### config.mk
export PLATFORM = sky130hd
export DESIGN_NAME = stepper_half_step_controller_top
export DESIGN_NICKNAME = d
export VERILOG_FILES = /design/src/rtl/shc_pkg.sv /design/src/rtl/shc_cfg.sv /design/src/rtl/shc_seq.sv /design/src/rtl/stepper_half_step_controller_top.sv
export VERILOG_INCLUDE_DIRS = /design/src /design/src/rtl
export SDC_FILE = /design/constraint.sdc
export NUM_CORES = 1
export LEC_CHECK = 0
export BUFFER_PORTS_ARGS = -buffer_cell sky130_fd_sc_hd__buf_2
export CAP_MARGIN = 5
export CORE_MARGIN = 2
export CORE_UTILIZATION = 55
export DETAILED_ROUTE_END_ITERATION = 16
export GPL_ROUTABILITY_DRIVEN = 0
export GPL_TIMING_DRIVEN = 0
export PLACE_DENSITY = 0.76
export SETUP_SLACK_MARGIN = 0.1
export SYNTH_ARGS = -nofsm -noshare
export SYNTH_HDL_FRONTEND = slang
export SYNTH_SLANG_ARGS = --single-unit
### constraint.sdc
create_clock -name i_clk -period 4.5 [get_ports i_clk]
set_input_delay 0.45 -clock i_clk [delete_from_list [all_inputs] [get_ports i_clk]]
set_output_delay 0.45 -clock i_clk [all_outputs]
set_load 0.03 [all_outputs]
### src/rtl/stepper_half_step_controller_top_macros.svh
// Assertion macros for the stepper half-step controller.
// Included by modules that carry concurrent assertions; no other dependencies.
`ifndef STEPPER_HALF_STEP_CONTROLLER_TOP_MACROS_SVH
`define STEPPER_HALF_STEP_CONTROLLER_TOP_MACROS_SVH

// Same-cycle implication, disabled while reset is low
`define SHC_ASSERT_NOW(lbl, clk, rst_n, ante, cons, msg) \
    lbl: assert property (@(posedge clk) disable iff (!(rst_n)) (ante) |-> (cons)) \
        else $error(msg);

// Next-cycle implication, disabled while reset is low
`define SHC_ASSERT_NEXT(lbl, clk, rst_n, ante, cons, msg) \
    lbl: assert property (@(posedge clk) disable iff (!(rst_n)) (ante) |=> (cons)) \
        else $error(msg);

`endif

### src/rtl/shc_pkg.sv
// Shared types and constants for the stepper half-step controller.
// No dependencies.
`timescale 1ns / 1ps

package shc_pkg;

    localparam int unsigned ADDR_W = 4;

    localparam logic [1:0] REG_SPEED_STEP    = 2'd0;
    localparam logic [1:0] REG_FASTEST_BOUND = 2'd1;
    localparam logic [1:0] REG_SLOWEST_BOUND = 2'd2;

    localparam logic [9:0]  RST_SPEED_STEP    = 10'd100;
    localparam logic [11:0] RST_FASTEST_BOUND = 12'd100;
    localparam logic [11:0] RST_SLOWEST_BOUND = 12'd2000;
    localparam logic [11:0] RST_PERIOD        = 12'd1000;

    localparam logic [3:0] PAT_MAIN      = 4'b0001;
    localparam logic [3:0] PAT_SUB_RIGHT = 4'b0011;
    localparam logic [3:0] PAT_SUB_LEFT  = 4'b1001;

    localparam int unsigned BTN_PLAY   = 0;
    localparam int unsigned BTN_FASTER = 1;
    localparam int unsigned BTN_SLOWER = 2;
    localparam int unsigned BTN_LEFT   = 3;
    localparam int unsigned BTN_RIGHT  = 4;

    typedef struct packed {
        logic [9:0]  speed_step;
        logic [11:0] fastest_bound;
        logic [11:0] slowest_bound;
    } t_cfg;

    typedef struct packed {
        logic [3:0]  coils;
        logic        motor_on;
        logic        turning_right;
        logic [11:0] period_ms;
    } t_status;

endpackage

### src/rtl/shc_cfg.sv
// APB-style configuration registers: speed step and the two period bounds.
// Depends on shc_pkg.
`timescale 1ns / 1ps

module shc_cfg (
    input  logic                       i_clk,
    input  logic                       i_rst_n,
    input  logic                       psel,
    input  logic                       penable,
    input  logic                       pwrite,
    input  logic [shc_pkg::ADDR_W-1:0] paddr,
    input  logic [31:0]                pwdata,
    output logic [31:0]                prdata,
    output logic                       pready,
    output shc_pkg::t_cfg              o_cfg
);

    logic [9:0]  r_speed_step;
    logic [11:0] r_fastest_bound;
    logic [11:0] r_slowest_bound;
    logic        wr_en;
    logic [1:0]  reg_idx;

    assign pready  = 1'b1;
    assign wr_en   = psel && penable && pwrite;
    assign reg_idx = paddr[3:2];

    always_ff @(posedge i_clk) begin
        if (!i_rst_n) begin
            r_speed_step    <= shc_pkg::RST_SPEED_STEP;
            r_fastest_bound <= shc_pkg::RST_FASTEST_BOUND;
            r_slowest_bound <= shc_pkg::RST_SLOWEST_BOUND;
        end else if (wr_en) begin
            unique case (reg_idx)
                shc_pkg::REG_SPEED_STEP:    r_speed_step    <= pwdata[9:0];
                shc_pkg::REG_FASTEST_BOUND: r_fastest_bound <= pwdata[11:0];
                shc_pkg::REG_SLOWEST_BOUND: r_slowest_bound <= pwdata[11:0];
                default: ;
            endcase
        end
    end

    always_comb begin
        unique case (reg_idx)
            shc_pkg::REG_SPEED_STEP:    prdata = {22'd0, r_speed_step};
            shc_pkg::REG_FASTEST_BOUND: prdata = {20'd0, r_fastest_bound};
            shc_pkg::REG_SLOWEST_BOUND: prdata = {20'd0, r_slowest_bound};
            default:                    prdata = 32'd0;
        endcase
    end

    assign o_cfg.speed_step    = r_speed_step;
    assign o_cfg.fastest_bound = r_fastest_bound;
    assign o_cfg.slowest_bound = r_slowest_bound;

endmodule

### src/rtl/shc_seq.sv
// Sequencer state: power, direction, period, coil patterns and half-step hold.
// Depends on shc_pkg and stepper_half_step_controller_top_macros.svh.
`timescale 1ns / 1ps
`include "stepper_half_step_controller_top_macros.svh"

module shc_seq (
    input  logic             i_clk,
    input  logic             i_rst_n,
    input  logic             i_en,
    input  logic             i_action,
    input  logic [4:0]       i_buttons,
    input  shc_pkg::t_cfg    i_cfg,
    output shc_pkg::t_status o_next
);

    logic        r_power_on, n_power_on;
    logic        r_dir_right, n_dir_right;
    logic [11:0] r_period, n_period;
    logic [3:0]  r_main, n_main;
    logic [3:0]  r_rsub, n_rsub;
    logic [3:0]  r_lsub, n_lsub;
    logic        r_sub_next, n_sub_next;
    logic [10:0] r_hold, n_hold;
    logic        r_holding, n_holding;
    logic [3:0]  r_coil, n_coil;

    function automatic logic [3:0] rot_dir(input logic [3:0] p, input logic right);
        return right ? {p[2:0], p[3]} : {p[0], p[3:1]};
    endfunction

    always_comb begin
        logic [12:0] diff;
        logic [12:0] sum;
        logic [10:0] hold_dec;
        logic        keep;

        n_power_on  = r_power_on;
        n_dir_right = r_dir_right;
        n_period    = r_period;
        n_main      = r_main;
        n_rsub      = r_rsub;
        n_lsub      = r_lsub;
        n_sub_next  = r_sub_next;
        n_hold      = r_hold;
        n_holding   = r_holding;
        n_coil      = r_coil;

        diff     = {1'b0, r_period} - {3'd0, i_cfg.speed_step};
        sum      = {1'b0, r_period} + {3'd0, i_cfg.speed_step};
        hold_dec = (r_holding && (r_hold != 11'd0)) ? r_hold - 11'd1 : r_hold;
        keep     = r_holding && (hold_dec != 11'd0);

        if (i_action) begin
            if (i_buttons[shc_pkg::BTN_PLAY]) begin
                n_power_on = !r_power_on;
            end else if (i_buttons[shc_pkg::BTN_FASTER]) begin
                if (!diff[12] && (diff[11:0] > i_cfg.fastest_bound)) begin
                    n_period = diff[11:0];
                end
            end else if (i_buttons[shc_pkg::BTN_SLOWER]) begin
                if (sum < {1'b0, i_cfg.slowest_bound}) begin
                    n_period = sum[11:0];
                end
            end else if (i_buttons[shc_pkg::BTN_RIGHT]) begin
                n_dir_right = 1'b1;
                n_rsub      = shc_pkg::PAT_SUB_RIGHT;
                n_lsub      = shc_pkg::PAT_SUB_RIGHT;
                n_main      = shc_pkg::PAT_MAIN;
            end else if (i_buttons[shc_pkg::BTN_LEFT]) begin
                n_dir_right = 1'b0;
                n_rsub      = shc_pkg::PAT_SUB_RIGHT;
                n_lsub      = shc_pkg::PAT_SUB_LEFT;
                n_main      = shc_pkg::PAT_MAIN;
            end
        end else if (keep) begin
            n_hold = hold_dec;
        end else if (!r_power_on) begin
            n_holding = 1'b0;
            n_hold    = 11'd0;
            n_coil    = 4'd0;
        end else begin
            if (!r_sub_next) begin
                n_main = rot_dir(r_main, r_dir_right);
                n_coil = n_main;
            end else if (r_dir_right) begin
                n_rsub = rot_dir(r_rsub, r_dir_right);
                n_coil = n_rsub;
            end else begin
                n_lsub = rot_dir(r_lsub, r_dir_right);
                n_coil = n_lsub;
            end
            n_sub_next = !r_sub_next;
            n_hold     = r_period[11:1];
            n_holding  = 1'b1;
        end
    end

    always_ff @(posedge i_clk) begin
        if (!i_rst_n) begin
            r_power_on  <= 1'b1;
            r_dir_right <= 1'b1;
            r_period    <= shc_pkg::RST_PERIOD;
            r_main      <= shc_pkg::PAT_MAIN;
            r_rsub      <= shc_pkg::PAT_SUB_RIGHT;
            r_lsub      <= shc_pkg::PAT_SUB_RIGHT;
            r_sub_next  <= 1'b0;
            r_hold      <= 11'd0;
            r_holding   <= 1'b0;
            r_coil      <= 4'd0;
        end else if (i_en) begin
            r_power_on  <= n_power_on;
            r_dir_right <= n_dir_right;
            r_period    <= n_period;
            r_main      <= n_main;
            r_rsub      <= n_rsub;
            r_lsub      <= n_lsub;
            r_sub_next  <= n_sub_next;
            r_hold      <= n_hold;
            r_holding   <= n_holding;
            r_coil      <= n_coil;
        end
    end

    assign o_next.coils         = n_coil;
    assign o_next.motor_on      = n_power_on;
    assign o_next.turning_right = n_dir_right;
    assign o_next.period_ms     = n_period;

    `SHC_ASSERT_NEXT(a_tick_keeps_period, i_clk, i_rst_n, i_en && !i_action,
        $stable(r_period), "tick changed the period")
    `SHC_ASSERT_NEXT(a_button_keeps_coils, i_clk, i_rst_n, i_en && i_action,
        $stable(r_coil), "button event changed the coils")
    `SHC_ASSERT_NEXT(a_idle_keeps_state, i_clk, i_rst_n, !i_en,
        $stable(r_power_on) && $stable(r_hold) && $stable(r_sub_next),
        "state moved without a transaction")
    `SHC_ASSERT_NOW(a_coil_shape, i_clk, i_rst_n, 1'b1,
        $countones(r_coil) <= 2, "more than two coils driven")

endmodule

### src/rtl/stepper_half_step_controller_top.sv
// Top level of the stepper half-step controller: input and result registers.
// Depends on shc_pkg, shc_cfg and shc_seq.
//
//   channel  | handshake                    | payload
//   ---------+------------------------------+------------------------------------------
//   in       | i_in_valid / o_in_stall      | i_action, i_buttons
//   out      | o_out_valid / i_out_stall    | o_coils, o_motor_on, o_turning_right,
//            |                              | o_period_ms
//   config   | psel, penable, pwrite, pready| paddr, pwdata, prdata
//
// One transaction per cycle while the result is not stalled.
// The state update is one pass of logic between the input and result registers.
// Synchronous active-low reset clears handshake and sequencer state; no clearing pass.
// A stalled result holds; the input register still takes a transaction while it is empty.
`timescale 1ns / 1ps

module stepper_half_step_controller_top (
    input  logic                       i_clk,
    input  logic                       i_rst_n,
    input  logic                       i_in_valid,
    output logic                       o_in_stall,
    input  logic                       i_action,
    input  logic [4:0]                 i_buttons,
    output logic                       o_out_valid,
    input  logic                       i_out_stall,
    output logic [3:0]                 o_coils,
    output logic                       o_motor_on,
    output logic                       o_turning_right,
    output logic [11:0]                o_period_ms,
    input  logic                       psel,
    input  logic                       penable,
    input  logic                       pwrite,
    input  logic [shc_pkg::ADDR_W-1:0] paddr,
    input  logic [31:0]                pwdata,
    output logic [31:0]                prdata,
    output logic                       pready
);

    shc_pkg::t_cfg    cfg;
    shc_pkg::t_status next_status;

    logic             r_in_vld;
    logic             r_in_action;
    logic [4:0]       r_in_buttons;
    logic             r_out_vld;
    shc_pkg::t_status r_out;
    logic             advance;
    logic             in_acc;
    logic             step_en;

    assign advance    = !r_out_vld || !i_out_stall;
    assign o_in_stall = r_in_vld && !advance;
    assign in_acc     = i_in_valid && !o_in_stall;
    assign step_en    = advance && r_in_vld;

    shc_cfg u_cfg (
        .i_clk   (i_clk),
        .i_rst_n (i_rst_n),
        .psel    (psel),
        .penable (penable),
        .pwrite  (pwrite),
        .paddr   (paddr),
        .pwdata  (pwdata),
        .prdata  (prdata),
        .pready  (pready),
        .o_cfg   (cfg)
    );

    shc_seq u_seq (
        .i_clk     (i_clk),
        .i_rst_n   (i_rst_n),
        .i_en      (step_en),
        .i_action  (r_in_action),
        .i_buttons (r_in_buttons),
        .i_cfg     (cfg),
        .o_next    (next_status)
    );

    always_ff @(posedge i_clk) begin
        if (!i_rst_n) begin
            r_in_vld  <= 1'b0;
            r_out_vld <= 1'b0;
        end else begin
            if (in_acc) begin
                r_in_vld <= 1'b1;
            end else if (advance) begin
                r_in_vld <= 1'b0;
            end
            if (advance) begin
                r_out_vld <= r_in_vld;
            end
        end
    end

    always_ff @(posedge i_clk) begin
        if (in_acc) begin
            r_in_action  <= i_action;
            r_in_buttons <= i_buttons;
        end
        if (step_en) begin
            r_out <= next_status;
        end
    end

    assign o_out_valid     = r_out_vld;
    assign o_coils         = r_out.coils;
    assign o_motor_on      = r_out.motor_on;
    assign o_turning_right = r_out.turning_right;
    assign o_period_ms     = r_out.period_ms;

endmodule

==> run_results.csv, run 1 <==
group,metric,value,unit
synth,synth_top_family_by_area,"compound AO/OA/AOI/OAI gates",
layout,multiInputGateArea,4060,um2
drt,post_drt_wl_per_cell,16.7,um
layout,nets,993,
clocking,numClockSinks,103,
synth,synth-main-ff-cell,"dfxtp_1",
synth,synthAdderAreaFrac,8.80,%
synth,async_flop_share,0,%
worst_hold_path,holdCritPathClass,"input pin to flop",
synth,yosys.area.top_type,"dfxtp_1",
synth,synth_edf_count,24,
worst_setup_path,cp_data_arrival_time,4.42,ns
synth,synthDistinctLibCells,74,
sta,layout_min_cycle_time,4.32,ns
synth,syn_area_per_cell,8.37,um2
synth,yosysTopAreaCellShare,23.6,%
clocking,cts-buffers-inserted,9,
worst_setup_path,cp.required,4.60,ns
drt,drtPass1Iterations,5,
synth,synth-simple-area-share,19.0,%
worst_setup_path,path_class,"flop to flop",
floorplan,die_width,114,um
synth,ys_top_cells_by_area,"dfxtp_1 (24%), edfxtp_1 (11%), ha_1 (8.2%), nand2_1 (6.3%), mux2i_1 (4.6%)",
clocking,postCtsHoldBufs,0,
drt,vias_per_cell,5.82,
sta,max_clock_freq,231,MHz
layout,drive_above_1_share,17.3,%
worst_setup_path,worst_setup_path_end_kind,"flop",
synth,synth_seq_area_share,34.3,%
floorplan,ios,102,
global_route,grt_max_degree,19,
sta,worst_pin_slew,1.19,ns
layout,areaGrowthSynthToFinish,15.4,%
sta,whs,0.260,ns
sta,rsz0062_at_grt,"true",
synth,synthXorXnorAreaFrac,2.74,%
floorplan,fp-row-count,40,
layout,fin_util,64.8,%
synth,yosys_warnings,0,
clocking,cts_root_buf,"clkbuf_16",
global_route,antenna_found_initial,0,
clocking,clkTransAtPathRegs,0.08,ns
sta,fin_crit_sh,96.1,%
clocking,clkLatencyLatePin,0.36,ns
drt,drc_errors,0,
synth,muxShareOfSynthArea,5.63,%
clocking,cts_buffer_depth,2,
floorplan,fp.coreArea,12000,um2
clocking,cts_tree,"built",
drt,finalWirelength,17.5,mm
worst_setup_path,cp-start-kind,"flop",
pwr,p_leak,3.23,nW
synth,yosys-top-cells-count,"nand2_1 (112), dfxtp_1 (79), inv_1 (57), nor2_1 (57), a21oi_1 (50)",
run_status,outcome,"finished clean",
drt,num_vias,6109,
floorplan,dieHeight,114,um
sta,timing.final.ws_setup,0.176,ns
sta,slew-limit-headroom,20.4,%
job,maxCapViolations,0,
clocking,htreeDepth,3,
floorplan,initial_utilization,56.1,%
sta,report.final.slew_viol_count,0,
drt,antenna_left,0,
synth,netlist_area,6710,um2
synth,synth.most_common_cell,"nand2_1",
placement,place.detailed.hpwl,12.9,mm
global_route,grt_overflow,0,
drt,drt_iter0_markers,416,
sta,skew,0.0117,ns
sta,setup-violations-final,0,
placement,io_buffers,56,
synth,synth_cells,802,
global_route,grt_use_total,26.6,%
sta,hold_violations,0,
synth,synth_compound_area_share,21.5,%
layout,regArea,2310,um2
layout,nFillCells,1066,
global_route,first_global_vias,5511,
layout,diodes,0,
placement,place_ws,-0.413,ns
global_route,grt_pass1_wl,27.4,mm
pwr,ir_drop,0.000219,V
pwr,powerDensity,298,nW/um2
synth,ys_ff_latch,103,
floorplan,die-area,13100,um2
worst_setup_path,crit_fanout,7,
## routing by layer
| metal | routed length, um | share of wire (%) | vias to the layer above | track usage (%) |
|---|---|---|---|---|
| li1 | - | - | 3014 | - |
| met1 | 8060 | 46 | 2858 | 37.1 |
| met2 | 7990 | 46 | 206 | 42.7 |
| met3 | 1110 | 6.4 | 31 | 4.50 |
| met4 | 326 | 1.9 | 0 | 7.32 |
| met5 | 0 | 0 | - | 0 |
## timing repair
action,CTS,global route
gates cloned,0,0
gates resized for setup,13,21
setup endpoints to repair,24,24
setup buffers,0,10
pin swaps,1,14
## where the power goes
group          total (mW)  switching [mW]  internal [mW]  leakage, nW
clock network       0.813           0.375          0.438        0.148
registers            1.00          0.0241          0.978        0.865
logic               0.493           0.310          0.182         2.22
## cell type report
type / count / area share (%)
multi-input cells: 598 / 52.4
flip-flops and latches: 103 / 29.8
clock buffers: 9 / 2.91
repair buffers: 67 / 4.70
inverters: 58 / 2.81
plain buffers: 61 / 4.10
well taps: 147 / 2.37
clock inverters: 7 / 0.969
## per-stage QoR
stage / setup TNS [ns] / instance area, um2 / power [mW] / std cells
after floorplan: 0 / 6790 / 1.36 / 821
after CTS: 0 / 7610 / 2.28 / 1041
after global placement: -5.41 / 7250 / 1.47 / 1024
after detailed placement: -6.27 / 7260 / 1.47 / 1025
after global routing: 0 / 7750 / 2.40 / 1050
final: 0 / 7750 / 2.31 / 1050
## cell families (layout without fill, tap and decap cells)
| group | count (synthesis) | in the layout |
|---|---|---|
| AOI/OAI and AO/OA | 206 | 206 |
| xor gates and xnor gates | 21 | 21 |
| adders and majority gates | 46 | 46 |
| buffers and inverters | 120 | 202 |
| DFF | 103 | 103 |
| muxes | 37 | 37 |
| other | 2 | 21 |
| and+or+nand+nor | 267 | 267 |
## worst max-delay path: stages, from the launching register on
cell and delay (ns):
dfxtp_1 0.50, inv_1 0.10, fa_2 0.39, nor2b_4 0.16, o31ai_4 0.10, a211oi_2 0.36
a311oi_2 0.18, xnor2_1 0.28, inv_1 0.08, ha_1 0.30, a21o_1 0.20, a21oi_2 0.20
o211ai_1 0.15, o21ai_2 0.32, nor3_4 0.09, buf_6 0.17, buf_2 0.17, a2bb2oi_1 0.21
nand2_1 0.11
## layout by cell type, fill, tap and decap left out, types with 5 or more instances in the layout
cell and instances:
nand2_1 112, dfxtp_1 76, buf_2 59, inv_1 57, nor2_1 55, a21oi_1 49, ha_1 43, clkbuf_1 35
o21ai_0 35, mux2i_1 31, buf_4 30, edfxtp_1 24, conb_1 21, o211ai_1 17, xnor2_1 17, nor3_1 15
nor2b_1 14, a211oi_1 11, nand3_1 10, o21a_1 9, clkbuf_16 9, or3_1 8, a22o_1 8, nand4_1 7
or2_2 7, nand2b_1 7, mux2_2 6, a221oi_1 5, a2bb2oi_1 5
## flip-flops by register name (all words and copies together), names as in the netlist, 5 cells and up
signal                 cells
r_in_buttons               5
u_seq.r_hold              11
o_period_ms               12
u_cfg.r_speed_step        10
u_cfg.r_fastest_bound     12
u_seq.r_period            12
u_cfg.r_slowest_bound     12
## worst paths after layout
kind                                                       startpoint  cells past startpoint                                     to  slack (ns)
worst min-delay path                                     i_buttons[4]                      1              r_in_buttons[4]$_DFFE_PP_        0.26
worst min register to register  u_cfg.r_fastest_bound[4]$_SDFFE_PN0P_                      2  u_cfg.r_fastest_bound[4]$_SDFFE_PN0P_        0.48
worst max-delay path                   u_seq.r_period[1]$_SDFFE_PN0P_                     18               o_period_ms[2]$_DFFE_PP_        0.18
worst max register to register         u_seq.r_period[1]$_SDFFE_PN0P_                     18               o_period_ms[2]$_DFFE_PP_        0.18
No activity file was read; power rests on OpenSTA's default activity.
==> run 2: changes to the inputs <==
--- a/config.mk
+++ b/config.mk
@@ -8,12 +8,14 @@
 export LEC_CHECK = 0
 export BUFFER_PORTS_ARGS = -buffer_cell sky130_fd_sc_hd__buf_2
 export CAP_MARGIN = 5
+export CELL_PAD_IN_SITES_DETAIL_PLACEMENT = 1
+export CELL_PAD_IN_SITES_GLOBAL_PLACEMENT = 2
 export CORE_MARGIN = 2
-export CORE_UTILIZATION = 55
+export CORE_UTILIZATION = 34
 export DETAILED_ROUTE_END_ITERATION = 16
 export GPL_ROUTABILITY_DRIVEN = 0
 export GPL_TIMING_DRIVEN = 0
-export PLACE_DENSITY = 0.76
+export PLACE_DENSITY = 0.78
 export SETUP_SLACK_MARGIN = 0.1
 export SYNTH_ARGS = -nofsm -noshare
 export SYNTH_HDL_FRONTEND = slang
==> run 2 against run 1 <==
Net effect: die area is 59% higher; first-iteration DRC count is 16% lower; power is 1.9% higher; via count is 0.95% lower; non-clock buffer count is 4 higher; clock-buffer cell count stayed put; routed wire length is 21% higher; clock skew is 0.0013 ns lower; largest cell class unchanged; critical path depth is 1 lower; critical endpoint is now u_seq.r_period[11]$_SDFFE_PN0P_; highest routed layer unchanged.
==> run_results.csv, run 2 (same netlist as run 1, synthesis figures left out) <==
group,metric,value,unit
global_route,grt_overflow,0,
layout,final_cells,1172,
worst_setup_path,r2r_start,"u_cfg.r_speed_step[8]$_SDFFE_PN0P_",
worst_setup_path,worstSetupPathDepth,17,
sta,worst_pin_slew,0.918,ns
placement,place.detailed.hpwl,16.0,mm
floorplan,dieHeight,145,um
sta,report.final.slew_viol_count,0,
sta,timing.final.ws_setup,0.189,ns
pwr,p_leak,3.27,nW
pwr,p_clk_share,35.1,%
floorplan,die-area,20900,um2
clocking,cts-buffers-inserted,9,
drt,antenna_left,0,
drt,drtPass1Iterations,4,
drt,vias_per_cell,5.16,
worst_setup_path,ff2ff_path_depth,17,
pwr,power,2.35,mW
clocking,htreeDepth,3,
worst_setup_path,path_delay_family,"simple AND/OR/NAND/NOR gates",
worst_setup_path,path_class,"flop to flop",
placement,dp.cells,1143,
sta,slew-limit-headroom,38.6,%
placement,place_ws,-0.713,ns
run_status,outcome,"finished clean",
worst_setup_path,cp-start-kind,"flop",
clocking,cts_root_buf,"clkbuf_16",
layout,final_common_cell,"nand2_1",
sta,setup-violations-final,0,
pwr,ir_drop,0.000234,V
clocking,postCtsHoldBufs,0,
worst_setup_path,path_buf_inv,2,
clocking,numClockSinks,103,
global_route,grt_pass1_wl,33.2,mm
pwr,p_sw,0.779,mW
global_route,first_global_vias,5954,
layout,areaGrowthSynthToFinish,19.4,%
worst_setup_path,max_stage_delay,0.64,ns
global_route,antenna_found_initial,0,
sta,skew,0.0104,ns
worst_setup_path,ff2ff_setup_slack,0.19,ns
worst_setup_path,regToRegEndpoint,"u_seq.r_period[11]$_SDFFE_PN0P_",
sta,hold_violations,0,
sta,layout_min_cycle_time,4.31,ns
clocking,clkTransAtPathRegs,0.08,ns
sta,whs,0.261,ns
worst_setup_path,crit_start,"u_cfg.r_speed_step[8]$_SDFFE_PN0P_",
job,maxCapViolations,0,
layout,regArea,2310,um2
clocking,cts_tree,"built",
layout,nets,997,
layout,final_area,8010,um2
worst_setup_path,cp_data_arrival_time,4.60,ns
worst_setup_path,worst_setup_path_end_kind,"flop",
floorplan,initial_utilization,34.6,%
drt,finalWirelength,21.1,mm
pwr,powerDensity,293,nW/um2
pwr,pwr-share-seq,42.7,%
floorplan,fp.coreArea,19400,um2
worst_setup_path,crit_fanout,9,
worst_setup_path,cp.required,4.79,ns
drt,num_vias,6051,
global_route,grt_max_degree,28,
pwr,p_int,1.57,mW
sta,fin_crit_sh,95.8,%
sta,max_clock_freq,232,MHz
pwr,p_sw_share,33.2,%
pwr,pwr-share-comb,22.2,%
drt,drt_iter0_markers,348,
placement,io_buffers,56,
drt,drc_errors,0,
layout,drive_above_1_share,20.3,%
placement,placed_area,7400,um2
floorplan,ios,102,
layout,multiInputGateArea,4130,um2
worst_setup_path,worstPathCellList,"inv_1, ha_1, nor3_1, o211ai_1, a31o_2, a21boi_2, xor2_1, ha_1, nand4_1, nor3_1, o31ai_1, nand4_1, buf_4, nor2_4, and2_1, or4b_2, a31oi_1",
worst_hold_path,worstHoldPathCells,1,
drt,post_drt_wl_per_cell,18.0,um
global_route,grt_use_total,20.6,%
clocking,cts_buffer_depth,2,
floorplan,die_width,145,um
clocking,clkLatencyLatePin,0.37,ns
layout,diodes,0,
worst_setup_path,cp_slowest_cell,"or4b_2",
floorplan,fp-row-count,51,
worst_hold_path,holdCritPathClass,"input pin to flop",
layout,layout_common_cells,"nand2_1 (112), dfxtp_1 (72), buf_2 (59)",
layout,nFillCells,2413,
worst_setup_path,crit_end,"u_seq.r_period[11]$_SDFFE_PN0P_",
## run 2: cell types whose count changed in the layout (fill, tap and decap cells not counted), sizes merged
cell and delta:
bufinv -1, buf +6, clkbuf -2, clkinv +1
## run 2: layout make-up
cell class | count | area share (%)
Multi-Input combinational cell | 598 | 51.5
Clock inverter | 7 | 1.01
Inverter | 58 | 2.72
Tap cell | 265 | 4.14
Clock buffer | 9 | 2.81
Sequential cell | 103 | 28.9
Buffer | 59 | 3.90
Timing Repair Buffer | 73 | 5.06
## run 2: repair_timing
item	in CTS	in global routing
setup endpoints to repair	24	24
buffers inserted	10	6
pin swaps	8	11
gates resized for setup	20	37
## run 2: metal layers
metal	track usage, %	share of wire [%]
met2	33.3	46
met3	2.62	2.7
met1	29.6	50
met5	0	0
met4	3.93	0.86
## run 2: worst min-delay path by stage
stage                                                     start                                    end  slack, ns
after floorplan                    u_seq.r_main[0]$_SDFFE_PN1P_           u_seq.r_main[0]$_SDFFE_PN1P_       0.45
after global routing                               i_buttons[4]              r_in_buttons[4]$_DFFE_PP_       0.26
after CTS                                              i_action                  r_in_action$_DFFE_PP_       0.25
after detailed placement  u_cfg.r_fastest_bound[3]$_SDFFE_PN0P_  u_cfg.r_fastest_bound[3]$_SDFFE_PN0P_       0.47
final                                                  i_action                  r_in_action$_DFFE_PP_       0.26
after global placement    u_cfg.r_fastest_bound[3]$_SDFFE_PN0P_  u_cfg.r_fastest_bound[3]$_SDFFE_PN0P_       0.46
## run 2: through the flow
| stage | utilization, % | TNS, ns |
|---|---|---|
| global route | 41.3 | -0.0198 |
| global placement | 38.1 | -12.77 |
| detailed placement | 38.2 | -12.43 |
| CTS | 40.5 | 0 |
| finish | 41.3 | 0 |
| floorplan | - | 0 |
## run 2: power groups by stage
stage	clock network (mW)	registers [mW]	logic, mW
6_report	0.826	1.00	0.522
3_5_place_dp	0	1.02	0.470
4_1_cts	0.848	1.00	0.492
3_3_place_gp	0	1.02	0.466
2_1_floorplan	0	1.03	0.325
5_1_grt	0.884	1.01	0.572
